--- src/sv/qrv_pkg.sv ---
package qrv_pkg;

  // Sideband that travels with each beat through the divider.
  typedef struct packed {
    logic       valid;
    logic       zero;
    logic [2:0] neg;
  } qrv_ctl_t;

  localparam int unsigned NUM_LANES = 3;

endpackage

--- src/sv/qrv_div_stage.sv ---
module qrv_div_stage #(
  parameter int RW  = 60,
  parameter int DW  = 34,
  parameter int QB  = 25,
  parameter int BIT = 0
) (
  input  logic                                   clk,
  input  logic                                   rst,
  input  qrv_pkg::qrv_ctl_t                      ctl_in,
  input  logic [DW-1:0]                          den_in,
  input  logic [qrv_pkg::NUM_LANES-1:0][RW-1:0]  rem_in,
  input  logic [qrv_pkg::NUM_LANES-1:0][QB-1:0]  quo_in,
  output qrv_pkg::qrv_ctl_t                      ctl_out,
  output logic [DW-1:0]                          den_out,
  output logic [qrv_pkg::NUM_LANES-1:0][RW-1:0]  rem_out,
  output logic [qrv_pkg::NUM_LANES-1:0][QB-1:0]  quo_out
);
  import qrv_pkg::*;

  logic [RW-1:0] den_sh;
  logic [NUM_LANES-1:0][RW:0]   diff;
  logic [NUM_LANES-1:0][RW-1:0] rem_next;
  logic [NUM_LANES-1:0][QB-1:0] quo_next;

  // one restoring step: try to take den << BIT off each remainder
  assign den_sh = RW'(den_in) << BIT;

  always_comb begin
    for (int l = 0; l < NUM_LANES; l++) begin
      diff[l] = {1'b0, rem_in[l]} - {1'b0, den_sh};
      if (!diff[l][RW]) begin
        rem_next[l] = diff[l][RW-1:0];
        quo_next[l] = quo_in[l] | (QB'(1) << BIT);
      end else begin
        rem_next[l] = rem_in[l];
        quo_next[l] = quo_in[l];
      end
    end
  end

  always_ff @(posedge clk) begin
    if (rst) begin
      ctl_out.valid <= 1'b0;
    end else begin
      ctl_out.valid <= ctl_in.valid;
    end
    ctl_out.zero <= ctl_in.zero;
    ctl_out.neg  <= ctl_in.neg;
    den_out      <= den_in;
    rem_out      <= rem_next;
    quo_out      <= quo_next;
  end

endmodule

--- config.mk ---
export PLATFORM = sky130hd
export DESIGN_NAME = qrv_div_stage
export DESIGN_NICKNAME = d
export VERILOG_FILES = /design/src/sv/qrv_pkg.sv /design/src/sv/qrv_div_stage.sv
export SDC_FILE = /design/constraint.sdc
export NUM_CORES = 1
export LEC_CHECK = 0
export ABC_AREA = 1
export BUFFER_PORTS_ARGS = -buffer_cell sky130_fd_sc_hd__buf_2
export CORE_AREA = 3 3 226 228
export CTS_BUF_LIST = sky130_fd_sc_hd__clkbuf_2 sky130_fd_sc_hd__clkbuf_4 sky130_fd_sc_hd__clkbuf_8
export CTS_CLUSTER_DIAMETER = 150
export DETAILED_ROUTE_END_ITERATION = 10
export DIE_AREA = 0 0 229 231
export MAX_ROUTING_LAYER = met4
export PLACE_DENSITY = 0.74
export SLEW_MARGIN = 20
export SYNTH_ARGS = -nofsm -noshare
export SYNTH_HDL_FRONTEND = slang
export SYNTH_SLANG_ARGS = --single-unit
--- constraint.sdc ---
create_clock -name clk -period 4.25 [get_ports clk]
set_input_delay 0.425 -clock clk [delete_from_list [all_inputs] [get_ports clk]]
set_output_delay 0.425 -clock clk [all_outputs]
set_load 0.1 [all_outputs]
== After elaboration in Yosys (flattened, before gate mapping) ==
Cells that the tools add are included.
Cells by class
  add/sub/neg operators: 3
  multiplexer cells: 3
Operators with widths (number)
  $sub A60 B34 Y61: 3
  $mux W60: 3
Word-level totals
  flip-flop bits (word level): 294
  input port bits: 296
  logic and storage cells: 19

== Depth between registers and ports, before layout ==
Gate-level depths: netlist of run 1.
  word-level depth: 2
  depth in mapped cells: 16
  mapped depth without buffers: 15

== Worst setup path after synthesis of run 1 ==
Ideal clock, no wire load.
  path type: input port to flip-flop
  start point: in rem_in[0] in the netlist's numbering
  end point: reg rem_out[3] in the netlist's numbering
  arrival: 2.076 ns
  required time: 4.132 ns
  slack: 2.056 ns
  stages on the path: 16
  buffers on the path: 1
  path through: inv_1 -> ha_1 -> fa_1 -> inv_1 -> nand3_1 -> nand3_1 -> nand3_1 -> nand2_2 -> nand2_1 -> nand2_2 -> nand2_4 -> nand2_8 -> inv_6 -> buf_6 -> nand2_2 -> o21ai_2
RTL lines
  start: declaration: RTL line qrv_div_stage.sv:11  | input logic [qrv_pkg::NUM_LANES-1:0][RW-1:0] rem_in,
  end signal: assignment: RTL line qrv_div_stage.sv:50  | rem_out <= rem_next;
  end: declaration: RTL line qrv_div_stage.sv:15  | output logic [qrv_pkg::NUM_LANES-1:0][RW-1:0] rem_out,

==> results of run 1 <==
[per-layer routing]
layer	vias to the layer above	track usage [%]	share of wire (%)
met4	0	16.5	5.6
met2	991	54.8	48
met1	10300	35.8	39
met5	-	-	0
met3	236	4.57	6.9
li1	11600	-	-
[per-stage QoR]
stage / hold WS, ns / setup WS [ns] / power, mW
after floorplan: 0.453 / 2.06 / 6.74
after global placement: 0.527 / 1.13 / 7.82
after detailed placement: 0.529 / 1.10 / 7.83
after CTS: 0.000343 / 1.26 / 11.3
after global routing: 0.0193 / 0.916 / 11.7
final: 0.0384 / 1.07 / 11.2
[area by class of cell]
type                       count  area, µm²  share of cell area, %
inverter                     595       2250                   8.33
timing repair buffer         808       5140                   19.0
multi-input combinational   2332      11600                   43.0
clock inverter                25        375                   1.39
clock buffer                  71        902                   3.34
tap                          664        831                   3.08
antenna                        4       10.0                 0.0371
sequential                   294       5890                   21.8
[Yosys cell counts (3+ instances only)]
library cell,count,share of area [%]
sky130_fd_sc_hd__nand2_1,1212,23
sky130_fd_sc_hd__inv_1,570,11
sky130_fd_sc_hd__nor2_1,346,6.5
sky130_fd_sc_hd__dfxtp_1,294,29
sky130_fd_sc_hd__nand3_1,163,4.1
sky130_fd_sc_hd__ha_1,102,6.4
sky130_fd_sc_hd__a21oi_1,96,2.4
sky130_fd_sc_hd__o21ai_2,57,2.5
sky130_fd_sc_hd__a21oi_2,55,2.4
sky130_fd_sc_hd__nand2_2,51,1.6
sky130_fd_sc_hd__xnor2_1,48,2.1
sky130_fd_sc_hd__nand3b_1,29,1.1
sky130_fd_sc_hd__xor2_1,29,1.3
sky130_fd_sc_hd__o21ai_0,27,0.67
sky130_fd_sc_hd__nor3_1,24,0.60
sky130_fd_sc_hd__nand4_1,23,0.72
sky130_fd_sc_hd__buf_6,22,1.2
sky130_fd_sc_hd__inv_2,21,0.39
sky130_fd_sc_hd__nor2_2,15,0.47
sky130_fd_sc_hd__nor3_2,12,0.60
sky130_fd_sc_hd__or2_2,8,0.25
sky130_fd_sc_hd__and2_1,7,0.22
sky130_fd_sc_hd__buf_4,5,0.19
sky130_fd_sc_hd__o21ai_1,5,0.12
sky130_fd_sc_hd__fa_1,3,0.30
sky130_fd_sc_hd__inv_6,3,0.13
sky130_fd_sc_hd__nand2_4,3,0.17
sky130_fd_sc_hd__nor4_1,3,0.094
sky130_fd_sc_hd__o21bai_1,3,0.11
sky130_fd_sc_hd__or2_1,3,0.094
[power by group through the flow]
stage                     logic [mW]  registers [mW]  clock network, mW
after floorplan                 1.23            5.52                  0
after global placement          4.54            3.28                  0
after detailed placement        4.56            3.27                  0
after CTS                       4.73            3.22               3.31
after global routing            4.99            3.24               3.43
final                           4.76            3.22               3.25
[state kept, by name (all words and copies together) (netlist names)]
| name | count |
|---|---|
| ctl_out | 5 |
| den_out | 34 |
| quo_out | 75 |
| rem_out | 180 |
[cell families (layout without fill, tap and decap cells)]
family | after synthesis | after routing | share of synthesized area (%)
xor gates and xnor gates | 77 | 77 | 3.37
and+or+nand+nor | 1907 | 1907 | 39.7
AOI/OAI and AO/OA | 243 | 243 | 8.21
DFF | 294 | 294 | 29.4
adders and majority gates | 105 | 105 | 6.67
other | 0 | 4 | 0
buffers and inverters | 622 | 1499 | 12.7
[how the worst max path moves through the flow]
stage	startpoint	slack [ns]	cells past startpoint	end
after floorplan	rem_in[0]	2.06	16	rem_out[3]$_DFF_P_
after global placement	den_in[27]	1.13	14	rem_out[60]$_DFF_P_
after detailed placement	den_in[29]	1.10	12	rem_out[26]$_DFF_P_
after CTS	den_in[29]	1.26	13	rem_out[26]$_DFF_P_
after global routing	den_in[29]	0.92	13	rem_out[60]$_DFF_P_
final	den_in[29]	1.07	13	rem_out[26]$_DFF_P_
==> impl_metrics.csv, run 1 <==
group,metric,value,unit
worst_setup_path,worst_setup_path_start_kind,"primary input",
global_route,track_usage,31.8,%
power,power.density,416,nW/µm²
clock_tree,cts_hold_repair.buffers,219,
logic_synthesis,asyncSetResetFlopFracSynth,0,%
place,cell_total_after_placement,4474,
logic_synthesis,syn_area,20000,µm²
die,placementRows,81,
power,ir_worst_vdd,0.374,mV
logic_synthesis,number_of_enable_type_register_cells_in_the_synthesized_netlist,0,
clock_tree,cts_buf_count,52,
worst_setup_path,critPathSlowestCell,"sky130_fd_sc_hd__inv_6",
layout,drive_gt1_share,22.3,%
drt,route.detailed.wl_per_inst,17.6,µm
sta,actual_slew_at_the_worst_max_slew_pin,0.788,ns
logic_synthesis,synth_cells,3248,
die,placeableCoreArea,49100,µm²
die,initial_cell_density_of_the_core,40.8,%
drt,drt_wl_total,84500,µm
logic_synthesis,synth-warning-count,0,
worst_setup_path,crit_required,4.84,ns
global_route,grt_antenna_before_repair,5,
die,boundaryPins,590,
layout,finish.utilization,55.0,%
worst_setup_path,worst_path_most_repeated_cell,"sky130_fd_sc_hd__nand2_1",
clock_tree,clock-root-buffer,"sky130_fd_sc_hd__clkbuf_8",
worst_setup_path,critical_path.max_fanout,70,
layout,flow.area_growth_from_synthesis,34.8,%
drt,route.detailed.vias_per_inst,4.81,
drt,detailedRoute.firstIterationViolations,1682,
power,internal_power,6.01,mW
clock_tree,clk_path_buf_depth,3,
layout,layout.cells.non_filler,4793,
place,place_area,23500,µm²
global_route,first_pass_grt_wire_length,126000,µm
worst_hold_path,hold-path-cell-count,3,
power,p_leak,14.4,nW
layout,most_common_cell_after_layout_fill_and_taps_aside,"sky130_fd_sc_hd__nand2_1",
sta,slew_violations,0,
logic_synthesis,ys_seq_elements,294,
clock_tree,cts.clk_slew.worst_paths,0.06,ns
die,dieArea,52900,µm²
logic_synthesis,synth_top_flop_cell,"sky130_fd_sc_hd__dfxtp_1",
worst_setup_path,timing.setup.critical_path_class,"in2reg",
power,combinationalPowerShare,42.4,%
worst_hold_path,worst_hold_startpoint,"rem_in[7]",
global_route,globalRoute.totalOverflow,0,
place,detailed_place_hpwl,68800,µm
worst_setup_path,worst_setup_path_end_kind,"register",
worst_setup_path,cpPeakStageDelay,0.60,ns
worst_setup_path,worst-endpoint-arrival,3.76,ns
die,die_w,229,µm
power,p_sw,5.21,mW
sta,max-slew-margin-rel,47.5,%
logic_synthesis,average_cell_area_after_synthesis,6.17,µm²
clock_tree,htree_levels,2,
global_route,grt_start_max_net_pins,72,
flow_run,timing.max_cap.violations,0,
sta,timing.final.crit_share,74.7,%
layout,most_frequent_cells_in_the_layout,"1212 x sky130_fd_sc_hd__nand2_1, 589 x sky130_fd_sc_hd__buf_2, 570 x sky130_fd_sc_hd__inv_1",
power,clock_power_share,28.9,%
drt,route.detailed.drc,0,
clock_tree,post_cts_buffers,0,
clock_tree,clock_sinks,294,
worst_hold_path,hold_end,"rem_out[7]$_DFF_P_",
sta,final-setup-viol-count,0,
sta,layout_min_cycle_time,3.18,ns
layout,design_area,27000,µm²
sta,hold_violations,0,
place,place.gp.congestion,1.04,
logic_synthesis,synth.lib_cells_used.distinct,35,
worst_setup_path,cp.buffers_inverters,4,
layout,nets,4484,
sta,setup_total_negative_slack,0,ns
place,port-buffer-count,589,
die,die_span_y,231,µm
power,switching_share,46.4,%
clock_tree,number_of_gates_given_a_new_drive_strength_after_cts,0,
drt,dr.pass1.iters,6,
power,power_frac_seq,28.7,%
logic_synthesis,mappedNetlistNets,3649,
sta,maxClockFrequency,315,MHz
worst_hold_path,holdCritPathClass,"in2reg",
worst_setup_path,critPathTopFamily,"buffers and inverters",
sta,unrepaired_setup_endpoints_after_global_routing,"false",
global_route,first_global_vias,22600,
drt,routed-via-count,23100,
clock_tree,cts_tree,"done",
drt,post_route_ant_nets,0,
logic_synthesis,synth_sequential_area_ratio,29.4,%
layout,final.fill_count,4924,
worst_setup_path,cells_traversed_along_the_worst_timing_path,"dlygate4sd3_1 -> buf_2 -> inv_1 -> ha_1 -> a21oi_1 -> o21ai_1 -> a21oi_2 -> nand2_1 -> nor2_4 -> nand2_8 -> inv_6 -> nand2_1 -> nand2_1",
run_status,outcome,"finished, final reports clean",
(Power assumes the default switching activity.)
==> run 2: changes to the inputs <==
Settings changed: ABC_AREA 1 to 0, PLACE_DENSITY 0.74 to 0.63.
Clock period 4.25 ns to 2.95 ns, I/O delays scaled along.
==> run 2 against run 1 <==
Net effect: sequential cell count unchanged; utilization shrank 1.9 points; final cell count shrank 23%; non-clock buffer count up 477; critical endpoint is now rem_out[164]$_DFF_P_; clock-buffer cell count grew 5.
==> impl_metrics.csv, run 2 <==
group,metric,value,unit
run_status,outcome,"finished, final reports clean",
die,placeableCoreArea,49100,µm²
layout,nets,3379,
power,p_leak,12.3,nW
drt,drt_wl_total,70300,µm
layout,drive_gt1_share,38.9,%
power,p_sw,7.26,mW
place,cell_total_after_placement,3281,
logic_synthesis,synth_top_cell_area_share,40.0,%
clock_tree,cts_buf_count,54,
clock_tree,htree_levels,2,
layout,layout.cells.non_filler,3701,
die,die_span_y,231,µm
logic_synthesis,asyncSetResetFlopFracSynth,0,%
clock_tree,clock_sinks,294,
logic_synthesis,synth_cells,1699,
global_route,first_pass_grt_wire_length,104000,µm
place,port-buffer-count,589,
drt,post_route_ant_nets,0,
logic_synthesis,synth_top_flop_cell,"sky130_fd_sc_hd__dfxtp_1",
logic_synthesis,mappedNetlistNets,2100,
logic_synthesis,synth.lib_cells_used.distinct,75,
drt,route.detailed.wl_per_inst,19.0,µm
power,power.density,625,nW/µm²
power,combinationalPowerShare,43.2,%
power,clock_power_share,28.6,%
layout,final.fill_count,4425,
logic_synthesis,ys_top_cells_by_count,"294 x sky130_fd_sc_hd__dfxtp_1, 216 x sky130_fd_sc_hd__nand2_1, 151 x sky130_fd_sc_hd__o21ai_0",
global_route,grt_antenna_before_repair,14,
die,dieArea,52900,µm²
worst_setup_path,worst-endpoint-arrival,3.46,ns
logic_synthesis,average_cell_area_after_synthesis,8.66,µm²
logic_synthesis,synth-warning-count,0,
layout,most_frequent_cells_in_the_layout,"589 x sky130_fd_sc_hd__buf_2, 390 x sky130_fd_sc_hd__buf_4, 294 x sky130_fd_sc_hd__dfxtp_1",
sta,actual_slew_at_the_worst_max_slew_pin,0.680,ns
sta,final-setup-viol-count,0,
place,detailed_place_hpwl,52400,µm
global_route,globalRoute.totalOverflow,0,
power,ir_worst_vdd,0.544,mV
global_route,track_usage,26.0,%
clock_tree,cts.clk_slew.worst_paths,0.06,ns
logic_synthesis,cell_accounting_for_the_most_synthesized_area,"sky130_fd_sc_hd__dfxtp_1",
worst_setup_path,critical_path.max_fanout,8,
logic_synthesis,netlist_top_cells_area,"sky130_fd_sc_hd__dfxtp_1 40%, sky130_fd_sc_hd__ha_1 8.7%, sky130_fd_sc_hd__nand2_1 5.5%",
layout,most_common_cell_after_layout_fill_and_taps_aside,"sky130_fd_sc_hd__buf_2",
power,power_frac_seq,28.1,%
drt,detailedRoute.firstIterationViolations,870,
clock_tree,clk_path_buf_depth,3,
sta,slew_violations,0,
sta,timing.final.crit_share,100,%
global_route,grt_start_max_net_pins,56,
global_route,first_global_vias,18400,
layout,registers.top_by_ff_count,"rem_out",
die,initial_cell_density_of_the_core,30.0,%
place,place.gp.congestion,0.945,
sta,hold_violations,0,
sta,maxClockFrequency,339,MHz
worst_setup_path,timing.setup.critical_path_class,"in2reg",
worst_setup_path,crit_required,3.46,ns
logic_synthesis,syn_area,14700,µm²
sta,max-slew-margin-rel,54.4,%
worst_setup_path,worst_setup_path_end_kind,"register",
logic_synthesis,leading_cell_type_by_number_of_instances_after_synthesis,"sky130_fd_sc_hd__dfxtp_1",
clock_tree,clock-root-buffer,"sky130_fd_sc_hd__clkbuf_8",
power,p_total,16.3,mW
worst_setup_path,worst_setup_path_start_kind,"primary input",
layout,flip_flop_count_of_the_largest_register_after_layout,180,
logic_synthesis,ys_seq_elements,294,
flow_run,timing.max_cap.violations,0,
sta,layout_min_cycle_time,2.95,ns
die,boundaryPins,590,
clock_tree,cts_tree,"done",
layout,reg_top3,"rem_out x180, quo_out x75, den_out x34",
die,placementRows,81,
layout,flow.area_growth_from_synthesis,77.2,%
logic_synthesis,number_of_enable_type_register_cells_in_the_synthesized_netlist,0,
drt,routed-via-count,17800,
worst_hold_path,holdCritPathClass,"in2reg",
drt,route.detailed.drc,0,
die,die_w,229,µm
power,switching_share,44.5,%
power,internal_power,9.06,mW
drt,dr.pass1.iters,5,
logic_synthesis,synth_sequential_area_ratio,40.0,%
drt,route.detailed.vias_per_inst,4.81,
## run 2: cell types whose count changed after synthesis, sizes merged, moves of 47 or more
cell    previous run  this run
nand2           1268       216
inv              594        58
nor2             363       103
nand3            165        45
o21ai             89       153
a21o               0        52
clkbuf             0        52
a21oi            151       104
## run 2: stage by stage
stage	setup slack, ns	util (%)	area (µm²)	hold slack [ns]	setup TNS (ns)
2_1_floorplan	-0.0494	-	14800	0.323	-0.102
3_3_place_gp	-0.608	43.5	21300	0.397	-53.45
3_5_place_dp	-0.665	43.5	21300	0.399	-57.52
4_1_cts	0.00105	52.1	25500	-0.193	0
5_1_grt	-0.0513	53.2	26100	0.0125	-0.336
6_report	0.000695	53.2	26100	0.0233	0
## run 2: timing repair
| action | in CTS | in global routing |
|---|---|---|
| gates resized for setup | 0 | 76 |
| buffers inserted | 0 | 9 |
| setup endpoints to repair | 0 | 123 |
| endpoints found under the hold margin | 292 | 2 |
| hold buffers | 291 | 2 |
## run 2: final cells by class
| cell class | count | area (µm²) | area share, % |
|---|---|---|---|
| Timing Repair Buffer | 1285 | 9040 | 34.7 |
| Multi-Input combinational cell | 1285 | 8750 | 33.6 |
| Sequential cell | 294 | 5890 | 22.6 |
| Clock buffer | 76 | 996 | 3.82 |
| Tap cell | 664 | 831 | 3.18 |
| Clock inverter | 24 | 313 | 1.20 |
| Inverter | 58 | 225 | 0.863 |
| Antenna cell | 15 | 37.5 | 0.144 |
## run 2: layer usage
| metal | track usage [%] | vias up | wire (µm) |
|---|---|---|---|
| met3 | 5.95 | 196 | 4690 |
| met2 | 43.6 | 695 | 33700 |
| met4 | 14.0 | 0 | 3890 |
| met5 | - | - | 0 |
| li1 | - | 8639 | - |
| met1 | 28.7 | 8261 | 28000 |
## run 2: logic make-up (layout without fill, tap and decap cells)
logic type,after synthesis,in the layout,share of synthesized area (%)
simple gates,563,563,18.4
mux,6,6,0.450
buf+inv,120,1443,3.34
other cells,0,15,0
flops,294,294,40.0
fa+ha+maj,105,105,9.08
compound gates,447,447,19.0
xor+xnor,164,164,9.76
## run 2: power groups by stage
stage	clock network, mW	logic [mW]	registers [mW]
finish	4.67	7.05	4.59
global route	4.98	7.37	4.62
CTS	4.78	6.95	4.58
detailed placement	0	6.60	4.65
global placement	0	6.59	4.66
floorplan	0	1.31	8.05
## run 2: worst max-delay path, cell delays in order
cell and delay [ns]:
sky130_fd_sc_hd__dlygate4sd3_1 0.53, sky130_fd_sc_hd__buf_2 0.13, sky130_fd_sc_hd__or4_4 0.53, sky130_fd_sc_hd__or3_1 0.40, sky130_fd_sc_hd__or3_1 0.37, sky130_fd_sc_hd__or3_4 0.43
sky130_fd_sc_hd__nor2_4 0.23, sky130_fd_sc_hd__a211oi_2 0.07, sky130_fd_sc_hd__buf_4 0.18, sky130_fd_sc_hd__nand2_1 0.17, sky130_fd_sc_hd__o21ai_1 0.11
## run 2: path summary, 6_finish.rpt
check	slack, ns	depth (start not counted)	endpoint	from
hold / removal	0.02	4	rem_out[120]$_DFF_P_	rem_in[120]
setup / recovery	0.0007	11	rem_out[164]$_DFF_P_	rem_in[171]
==> run 3: changes to the inputs <==
Settings changed: ABC_AREA 0 to 1, CORE_AREA 3 3 226 228 to 3 3 228 230, DIE_AREA 0 0 229 231 to 0 0 231 233, PLACE_DENSITY 0.63 to 0.73.
==> run 3 against run 2 <==
Net effect: utilization rose by 2.6 points; clock power fell by 6.9%; sequential power about the same; critical path depth up 3; first-iteration DRC count rose by 100%; clock-buffer cell count unchanged; via count rose by 34%; die area is 1.7% higher; sequential cell count unchanged; design area up 7.1%; hold slack better by 0.022 ns.
==> impl_metrics.csv, run 3 (synthesis gave the netlist of run 1 again) <==
group,metric,value,unit
clock_tree,clock_sinks,294,
sta,hold_violations,0,
worst_setup_path,worst_setup_path_end_kind,"register",
drt,route.detailed.wl_per_inst,18.1,µm
sta,unrepaired_setup_endpoints_after_global_routing,"false",
clock_tree,post_cts_buffers,0,
power,power_frac_seq,28.9,%
global_route,first_global_vias,22700,
die,placementRows,82,
clock_tree,cts_hold_repair.buffers,294,
layout,registers.top_by_ff_count,"rem_out",
die,initial_cell_density_of_the_core,40.0,%
worst_hold_path,hold-path-cell-count,3,
layout,final.fill_count,4953,
power,clock_power_share,27.2,%
layout,drive_gt1_share,22.3,%
worst_setup_path,worst_setup_path_start_kind,"primary input",
worst_setup_path,crit_required,3.52,ns
sta,timing.final.crit_share,90.2,%
worst_hold_path,worst_hold_startpoint,"rem_in[98]",
clock_tree,number_of_gates_given_a_new_drive_strength_after_cts,0,
layout,multiInputGateArea,11600,µm²
clock_tree,cts_buf_count,52,
power,p_leak,14.8,nW
sta,max-slew-margin-rel,61.0,%
layout,nets,4586,
global_route,first_pass_grt_wire_length,129000,µm
drt,routed-via-count,23800,
worst_hold_path,holdCritPathClass,"in2reg",
worst_setup_path,timing.setup.critical_path_class,"in2reg",
place,port-buffer-count,589,
sta,layout_min_cycle_time,2.66,ns
die,dieArea,53800,µm²
flow_run,timing.max_cap.violations,0,
clock_tree,htree_levels,2,
sta,actual_slew_at_the_worst_max_slew_pin,0.589,ns
power,p_sw,7.54,mW
layout,flip_flop_count_of_the_largest_register_after_layout,180,
die,die_span_y,233,µm
worst_setup_path,critical_path.max_fanout,21,
drt,detailedRoute.firstIterationViolations,1767,
drt,route.detailed.drc,0,
global_route,globalRoute.totalOverflow,0,
sta,setup_total_negative_slack,0,ns
layout,flow.area_growth_from_synthesis,39.6,%
power,power.density,572,nW/µm²
power,ir_worst_vdd,0.796,mV
sta,maxClockFrequency,376,MHz
die,die_w,231,µm
worst_hold_path,hold_end,"rem_out[98]$_DFF_P_",
run_status,outcome,"finished, final reports clean",
global_route,track_usage,32.3,%
clock_tree,cts.clk_slew.worst_paths,0.06,ns
sta,final-setup-viol-count,0,
drt,post_route_ant_nets,0,
global_route,grt_antenna_before_repair,5,
die,placeableCoreArea,50100,µm²
clock_tree,clock-root-buffer,"sky130_fd_sc_hd__clkbuf_8",
sta,slew_violations,0,
clock_tree,cts_tree,"done",
die,boundaryPins,590,
power,internal_power,8.43,mW
power,switching_share,47.2,%
clock_tree,clk_path_buf_depth,3,
drt,dr.pass1.iters,5,
power,combinationalPowerShare,43.9,%
place,detailed_place_hpwl,70700,µm
place,place.gp.congestion,1.04,
layout,layout.cells.non_filler,4903,
global_route,grt_start_max_net_pins,34,
drt,route.detailed.vias_per_inst,4.84,
layout,reg_top3,"rem_out x180, quo_out x75, den_out x34",
layout,most_common_cell_after_layout_fill_and_taps_aside,"sky130_fd_sc_hd__nand2_1",
drt,drt_wl_total,88600,µm
layout,most_frequent_cells_in_the_layout,"1212 x sky130_fd_sc_hd__nand2_1, 589 x sky130_fd_sc_hd__buf_2, 570 x sky130_fd_sc_hd__inv_1",
place,cell_total_after_placement,4509,
layout,register_area,5890,µm²
worst_setup_path,worst-endpoint-arrival,3.23,ns
run 3: cell types whose count changed in the layout (fill, tap and decap cells not counted), sizes merged, moves of 47 or more:
cell | previous run | this run
o21ai | 153 | 89
a21o | 52 | 0
inv | 58 | 596
nor2 | 103 | 363
a21oi | 104 | 151
nand2 | 216 | 1268
buf | 990 | 616
nand3 | 45 | 165
run 3: worst max-delay path, stage by stage:
cell	delay, ns
sky130_fd_sc_hd__dlygate4sd3_1	0.53
sky130_fd_sc_hd__buf_2	0.13
sky130_fd_sc_hd__inv_1	0.32
sky130_fd_sc_hd__ha_1	0.36
sky130_fd_sc_hd__a21oi_1	0.25
sky130_fd_sc_hd__o21ai_1	0.16
sky130_fd_sc_hd__a21oi_2	0.19
sky130_fd_sc_hd__nand2_1	0.12
sky130_fd_sc_hd__nor2_4	0.16
sky130_fd_sc_hd__nand2_8	0.11
sky130_fd_sc_hd__inv_6	0.23
sky130_fd_sc_hd__buf_12	0.22
sky130_fd_sc_hd__nand2_2	0.06
sky130_fd_sc_hd__o21ai_2	0.05
run 3: final cells by class:
cell class | instances | area share, %
clock inverters | 18 | 0.748
clock buffers | 76 | 3.50
flip-flops and latches | 294 | 21.1
inverters | 595 | 8.04
multi-input cells | 2332 | 41.5
well taps | 672 | 3.01
repair buffers | 910 | 22.1
diodes | 6 | 0.0537
run 3: power groups by stage:
| stage | sequential, mW | combinational, mW | clock (mW) |
|---|---|---|---|
| 6_report | 4.62 | 7.01 | 4.35 |
| 5_1_grt | 4.64 | 7.33 | 4.61 |
| 4_1_cts | 4.61 | 6.95 | 4.44 |
| 3_5_place_dp | 4.69 | 6.62 | 0 |
| 3_3_place_gp | 4.70 | 6.62 | 0 |
| 2_1_floorplan | 7.95 | 1.76 | 0 |
run 3: how the worst max path moves through the flow:
| stage | cells after the start | slack, ns | startpoint | end |
|---|---|---|---|---|
| after global placement | 12 | 0.28 | den_in[31] | rem_out[11]$_DFF_P_ |
| after floorplan | 16 | 0.89 | rem_in[0] | rem_out[3]$_DFF_P_ |
| after detailed placement | 13 | 0.25 | den_in[31] | rem_out[11]$_DFF_P_ |
| after CTS | 14 | 0.38 | den_in[31] | rem_out[7]$_DFF_P_ |
| final | 14 | 0.29 | den_in[31] | rem_out[0]$_DFF_P_ |
| after global routing | 14 | 0.14 | den_in[31] | rem_out[7]$_DFF_P_ |
run 3: metrics by stage:
stage	total power [mW]	utilization (%)	setup slack, ns	instance area [µm²]	hold slack [ns]
global placement	11.3	47.5	0.278	23800	0.397
global route	16.6	55.8	0.139	27900	0.0240
finish	16.0	55.8	0.289	28000	0.0453
CTS	16.0	55.8	0.385	27900	0.000827
floorplan	9.71	-	0.886	20000	0.323
detailed placement	11.3	47.5	0.249	23800	0.399
run 3: layer usage:
layer / vias to the layer above / global-route usage [%] / routed length [µm]
met5: - / - / 0
met2: 1071 / 56.0 / 42600
met3: 263 / 5.18 / 6410
met4: 0 / 14.4 / 4480
met1: 10700 / 36.8 / 35100
li1: 11800 / - / -
